## src/iot_pkg.sv

```systemverilog
// Shared constants, codes and controller/datapath interface types for the orientation core.
package iot_pkg;

  localparam int MAX_WIDTH   = 256;
  localparam int MAX_HEIGHT  = 256;
  localparam int CHANNELS    = 3;
  localparam int STORE_DEPTH = MAX_WIDTH * MAX_HEIGHT;

  localparam int PIX_W   = 8 * CHANNELS;
  localparam int DIM_W   = 9;
  localparam int COORD_W = 8;
  localparam int MODE_W  = 3;
  localparam int COUNT_W = 17;
  localparam int ADDR_W  = $clog2(STORE_DEPTH);
  localparam int CFG_IDX_W = 2;

  // One restoring-division step per quotient bit of the emit counter.
  localparam int DIV_STEPS = COUNT_W;
  localparam int DIV_CNT_W = $clog2(DIV_STEPS);

  localparam logic OP_LOAD = 1'b0;
  localparam logic OP_READ = 1'b1;

  localparam logic [CFG_IDX_W-1:0] CFG_FRAME_WIDTH  = 2'd0;
  localparam logic [CFG_IDX_W-1:0] CFG_FRAME_HEIGHT = 2'd1;
  localparam logic [CFG_IDX_W-1:0] CFG_ORIENT_MODE  = 2'd2;

  localparam logic [MODE_W-1:0] MODE_IDENTITY = 3'd0;
  localparam logic [MODE_W-1:0] MODE_ROT90    = 3'd1;
  localparam logic [MODE_W-1:0] MODE_ROT180   = 3'd2;
  localparam logic [MODE_W-1:0] MODE_ROT270   = 3'd3;
  localparam logic [MODE_W-1:0] MODE_FLIP_H   = 3'd4;
  localparam logic [MODE_W-1:0] MODE_FLIP_V   = 3'd5;

  localparam logic [DIM_W-1:0] WIDTH_RESET  = DIM_W'(MAX_WIDTH);
  localparam logic [DIM_W-1:0] HEIGHT_RESET = DIM_W'(MAX_HEIGHT);

  typedef struct packed {
    logic load;
    logic read_start;
    logic sync_init;
    logic div_step;
    logic sync_load;
    logic addr_calc;
    logic mem_read;
  } iot_cmd_t;

  typedef struct packed {
    logic dirty;
    logic full;
  } iot_status_t;

endpackage

```

## src/iot_ctrl.sv

```systemverilog
// Controller state machine that sequences loads, reads and the position resync.
module iot_ctrl (
  input  logic                clk,
  input  logic                rst,
  input  logic                start,
  input  logic                opcode,
  input  iot_pkg::iot_status_t status,
  output logic                busy,
  output logic                done,
  output iot_pkg::iot_cmd_t   cmd
);

  localparam logic [2:0] S_IDLE     = 3'd0;
  localparam logic [2:0] S_DIV      = 3'd1;
  localparam logic [2:0] S_SYNC_END = 3'd2;
  localparam logic [2:0] S_ADDR     = 3'd3;
  localparam logic [2:0] S_READ     = 3'd4;
  localparam logic [2:0] S_OUT      = 3'd5;

  logic [2:0]                    state;
  logic [2:0]                    state_next;
  logic [iot_pkg::DIV_CNT_W-1:0] div_cnt;
  logic [iot_pkg::DIV_CNT_W-1:0] div_cnt_next;

  always_comb begin
    state_next   = state;
    div_cnt_next = div_cnt;
    cmd          = '0;
    unique case (state)
      S_IDLE: begin
        div_cnt_next = '0;
        if (status.dirty) begin
          cmd.sync_init = 1'b1;
          state_next    = S_DIV;
        end else if (start) begin
          if (opcode == iot_pkg::OP_LOAD) begin
            cmd.load = 1'b1;
          end else if (status.full) begin
            cmd.read_start = 1'b1;
            state_next     = S_ADDR;
          end
        end
      end
      S_DIV: begin
        cmd.div_step = 1'b1;
        div_cnt_next = div_cnt + 1'b1;
        if (div_cnt == iot_pkg::DIV_CNT_W'(iot_pkg::DIV_STEPS - 1)) begin
          state_next = S_SYNC_END;
        end
      end
      S_SYNC_END: begin
        cmd.sync_load = 1'b1;
        state_next    = S_IDLE;
      end
      S_ADDR: begin
        cmd.addr_calc = 1'b1;
        state_next    = S_READ;
      end
      S_READ: begin
        cmd.mem_read = 1'b1;
        state_next   = S_OUT;
      end
      S_OUT: begin
        state_next = S_IDLE;
      end
      default: begin
        state_next = S_IDLE;
      end
    endcase
  end

  always_ff @(posedge clk) begin
    if (rst) begin
      state   <= S_IDLE;
      div_cnt <= '0;
    end else begin
      state   <= state_next;
      div_cnt <= div_cnt_next;
    end
  end

  assign busy = (state != S_IDLE) || status.dirty;
  assign done = (state == S_OUT);

endmodule

```

## config.mk

```make
export PLATFORM = sky130hd
export DESIGN_NAME = iot_ctrl
export DESIGN_NICKNAME = d
export VERILOG_FILES = /design/src/iot_pkg.sv /design/src/iot_ctrl.sv
export SDC_FILE = /design/constraint.sdc
export NUM_CORES = 1
export LEC_CHECK = 0
export BUFFER_PORTS_ARGS = -buffer_cell sky130_fd_sc_hd__buf_4
export CAP_MARGIN = 25
export CORE_AREA = 2 2 39 41
export CTS_CLUSTER_SIZE = 10
export DETAILED_ROUTE_END_ITERATION = 16
export DIE_AREA = 0 0 41 43
export SLEW_MARGIN = 0
export SYNTH_ARGS = -nofsm -noshare
export SYNTH_HDL_FRONTEND = slang
export SYNTH_SLANG_ARGS = --single-unit
```

## constraint.sdc

```tcl
create_clock -name clk -period 1.6 [get_ports clk]
set_input_delay 0.08 -clock clk [delete_from_list [all_inputs] [get_ports clk]]
set_output_delay 0.08 -clock clk [all_outputs]
set_load 0.005 [all_outputs]
```

-- After elaboration in Yosys (flattened, before gate mapping)
Index checks and enable logic that the tools add are counted.
- add/sub/neg operators: 1
- equality and inequality tests: 10
- reduce and logical (&&, ||, !) cells: 5
- muxes and demuxes: 18
- operator list (operator ; count):
    $mux W3 ; 6
    $pmux W3 S4 ; 1
    $pmux W5 S2 ; 1
    $ne A3 B3 Y1 const B ; 3
    $mux W1 ; 8
    $eq A3 B2 Y1 const B ; 2
    $eq A3 B3 Y1 const B ; 2
    $add A5 B1 Y5 const B ; 1
    $eq A5 B5 Y1 const B ; 1
    $mux W2 ; 2
    $reduce_and A4 Y1 ; 1
    $eq A3 B1 Y1 const B ; 1
    $logic_not A3 Y1 ; 1
    $reduce_bool A3 Y1 ; 1
    $ne A2 B2 Y1 const B ; 1
    $reduce_bool A2 Y1 ; 1
    $logic_or A1 B1 Y1 ; 1
- register bits after elaboration: 8
- output and inout port bits: 9

-- Depth between registers and ports, before layout
- depth in word-level cells: 5
- depth in mapped cells: 5
- mapped depth without buffers: 5

-- Least setup slack after synthesis
Ideal clock, no wire load.
- path type: reg-to-reg
- start: register div_cnt[0] in the netlist's numbering
- end: register state[1]
- buffers on the path: 0
- clock period less this slack: 1.169 ns
- cell stages (with the launch flop): 6
- data required time: 1.513 ns
- setup slack: 0.431 ns
- data arrival time: 1.082 ns
- setup time: 0.087 ns
- cell sequence: dfxtp_1 > inv_1 > ha_1 > inv_1 > o41a_1 > nor4b_2
- longest elaborated chain between the ends: 3
- ends and longest elaborated chain (element ; line ; text):
    start: declaration ; iot_ctrl.sv:22 ; logic [iot_pkg::DIV_CNT_W-1:0] div_cnt;
    start signal: assignment ; iot_ctrl.sv:78 ; div_cnt <= div_cnt_next;
    $eq A5 B5 Y1 ; iot_ctrl.sv:47 ; if (div_cnt == iot_pkg::DIV_CNT_W'(iot_pkg::DIV_STEPS - 1)) begin
    $ne A2 B2 Y1 (no line) ; n/a ;
    $reduce_and A4 Y1 (no line) ; n/a ;
    end signal: assignment ; iot_ctrl.sv:77 ; state <= state_next;
    end: declaration ; iot_ctrl.sv:20 ; logic [2:0] state;
No other way between the ends.
A chain may end at the register's enable or synchronous reset.

==> summary.md <==
| Metric | Value |
|---|---|
| Remaining global-route overflow | `0` |
| # setup viols final | `0` |
| Post-synth net total | `62` |
| IO Count | `15` |
| Share of layout cells above drive strength 1 | `33.8%` |
| Post-synth top area cell | `dfxtp_1` |
| Htree depth | `1` |
| WHS Path Cells | `2` |
| Hold endpoint | `div_cnt[2]` |
| # hold bufs at CTS | `0` |
| Final hold vios | `0` |
| Vias | `442` |
| Filler cells | `136` |
| Worst r2r src | `state[0]` |
| Gpl congestion | `0.704` |
| Clk slew on worst S/H paths | `0.06 ns` |
| Unrepaired setup endpoints after global routing | `false` |
| Die height | `43 µm` |
| Most common cell after layout, fill and taps aside | `buf_4` |
| Slew @ Worst Pin | `0.384 ns` |
| Max cap viols | `0` |
| Total iterations of the first detailed-routing run | `3` |
| Fin area | `616 µm²` |
| Slew Viols, Final | `0` |
| Synth area leaders | `dfxtp_1 (35%), nor2_1 (6.6%), ha_1 (5.5%), nor3b_1 (5.0%), inv_1 (4.1%)` |
| Initial Util | `32.8%` |
| Number of synthesized flops with an enable pin | `0` |
| Status | `finished clean` |
| Worst VDD drop | `520 µV` |
| Worst-Skew Late Latency | `0.25 ns` |
| Final setup margin | `0.175 ns` |
| Max Root-Sink Buffers | `2` |
| Core area | `1380 µm²` |
| Avg Vias per Cell | `5.08` |
| N_diodes | `0` |
| Mux cell area share after synthesis | `0%` |
| Maximum net fanout on the critical path | `8` |
| CP Buf/Inv Count | `1` |
| Critical path class | `flip-flop to output port` |
| Antenna violations before repair | `0` |
| Worst Path Arrival | `1.35 ns` |
| Synthesized area | `454 µm²` |
| Max Clock Skew | `0.000406 ns` |
| Share of the synthesized area in the top cell type | `35.3%` |
| Final TNS setup | `0 ns` |
| Slew HR | `74.4%` |
| Delay-heaviest family, CP | `simple AND/OR/NAND/NOR gates` |
| Total Power | `600 µW` |
| Fin nets | `81` |
| Die area | `1760 µm²` |
| #FFs+latches synth | `8` |
| IO Port Bufs | `14` |
| Hold Startpoint | `rst` |
| Crit start category | `flip-flop` |
| Synthesized instance count | `54` |
| Initial drt markers | `5` |
| Largest family of logic cells by synthesized area | `simple AND/OR/NAND/NOR gates` |
| Worst Path Required | `1.52 ns` |
| Routed length per placed instance | `11.0 µm` |
| Placement Setup Slack | `0.201 ns` |
| Compound-Gate Fraction of Synth Area | `16.3%` |
| Distinct cell type count after synthesis | `27` |
| Crit-path max cell delay | `0.39 ns` |
| First-pass GRT wire length | `1740 µm` |
| R2R depth | `3` |
| Row cnt | `14` |
| Post-route antenna net violation count | `0` |
| Worst path slowest cell | `dfxtp_1` |
| Post-synthesis sequential area ratio | `35.3%` |
| Largest net degree at the start of global routing | `11` |
| Crit-path cells | `nor3_4 > nand2_1 > nor3b_1 > buf_4` |
| Asr flop ratio synth | `0%` |
| Root Driver | `clkbuf_4` |
| Drt drc | `0` |
| Simple-gate portion of the synthesized area | `37.7%` |
| Tmin final | `1.43 ns` |
| Synthesis warning total | `0` |
| CP Capture Type | `output port` |
| Post-Syn Area per Cell | `8.41 µm²` |
| TritonCTS Buffers | `3` |
| Commonest cells after routing, fill and taps aside | `buf_4 (15), nor2_1 (8), dfxtp_1 (8)` |
| Leak | `0.266 nW` |
| Final wirelength | `961 µm` |
| Synth Area in Adders | `5.51%` |
| CTS tree | `built` |
| Total track usage | `14.6%` |
| R2r setup slk | `0.25 ns` |
| Xor and xnor area share after synthesis | `0%` |
| Worst hold path class | `input pin to flip-flop` |
| Layout area overhead | `35.5%` |
| Top_reg_cell synth | `dfxtp_1` |
| R2r endpoint | `state[0]` |
| F_max | `0.702 GHz` |
| Clock Sinks | `8` |
| Period utilization | `89.1%` |
| Cell Area, Placed | `574 µm²` |
| Die Span X | `41 µm` |
| Vias in the first global route | `397` |
| Post-detail-place hpwl | `734 µm` |
| Power Dens Cells | `975 nW/µm²` |
kinds of logic (layout without fill, tap and decap cells):
kind of cell,count (synthesis),count (layout)
and+or+nand+nor,27,27
AOI/OAI and AO/OA,11,11
DFF,8,8
buffers and inverters,6,23
adders and majority gates,2,2
state kept, by name, summed over array words and instances (netlist names):
| name | cells |
|---|---|
| div_cnt | 5 |
| state | 3 |
cells in the mapped netlist (2+ instances only):
library cell / number
ha_1: 2
a21oi_1: 3
and3b_1: 2
and2_1: 2
o21ai_0: 2
nor2_1: 8
nand3_1: 2
nor3b_1: 3
dfxtp_1: 8
inv_1: 5
layout make-up:
type / instances / area, µm² / area share, %
Multi-Input combinational cell: 40 / 282 / 45.7
Sequential cell: 8 / 160 / 26.0
Timing Repair Buffer: 15 / 113 / 18.3
Clock buffer: 3 / 22.5 / 3.66
Tap cell: 16 / 20.0 / 3.25
Inverter: 5 / 18.8 / 3.05
worst max path at each step:
stage / end / cells past startpoint / start / slack, ns
final: cmd[6] / 4 / state[2] / 0.17
after detailed placement: cmd[6] / 4 / state[0] / 0.20
after floorplan: state[1] / 5 / div_cnt[0] / 0.43
after CTS: cmd[6] / 4 / state[0] / 0.04
after global routing: cmd[6] / 4 / state[1] / 0.03
after global placement: cmd[6] / 4 / state[0] / 0.25
report_power, final:
group	internal (mW)	switching (mW)
registers	0.217	0.0399
clock network	0.0859	0.0686
logic	0.108	0.0801
repair_timing:
action                     4_1_cts  5_1_grt
cloned                           0        0
buffers inserted                 0        1
setup endpoints to repair        1        1
pin swaps                        0        1
resized for setup                1        1
worst register-to-register path: cells and delay by family (launching register included):
kind	cells	cell delay, ns
DFF	1	0.55
and+or+nand+nor	1	0.37
AOI/OAI and AO/OA	2	0.38
metrics by stage:
| step | util (%) | std cells | hold WS (ns) |
|---|---|---|---|
| floorplan | - | 54 | 0.149 |
| global placement | 41.5 | 83 | 0.303 |
| detailed placement | 41.5 | 83 | 0.302 |
| CTS | 43.5 | 86 | 0.0329 |
| global route | 44.5 | 87 | 0.0323 |
| finish | 44.5 | 87 | 0.0438 |
layer usage:
layer | vias to the layer above | global-route usage, % | share of wire (%)
li1 | 227 | - | -
met1 | 201 | 20.3 | 47
met2 | 12 | 19.1 | 47
met3 | 2 | 3.14 | 4.7
met4 | 0 | 10.0 | 0.73
met5 | - | 0 | 0
No activity file was read; power rests on OpenSTA's default activity.
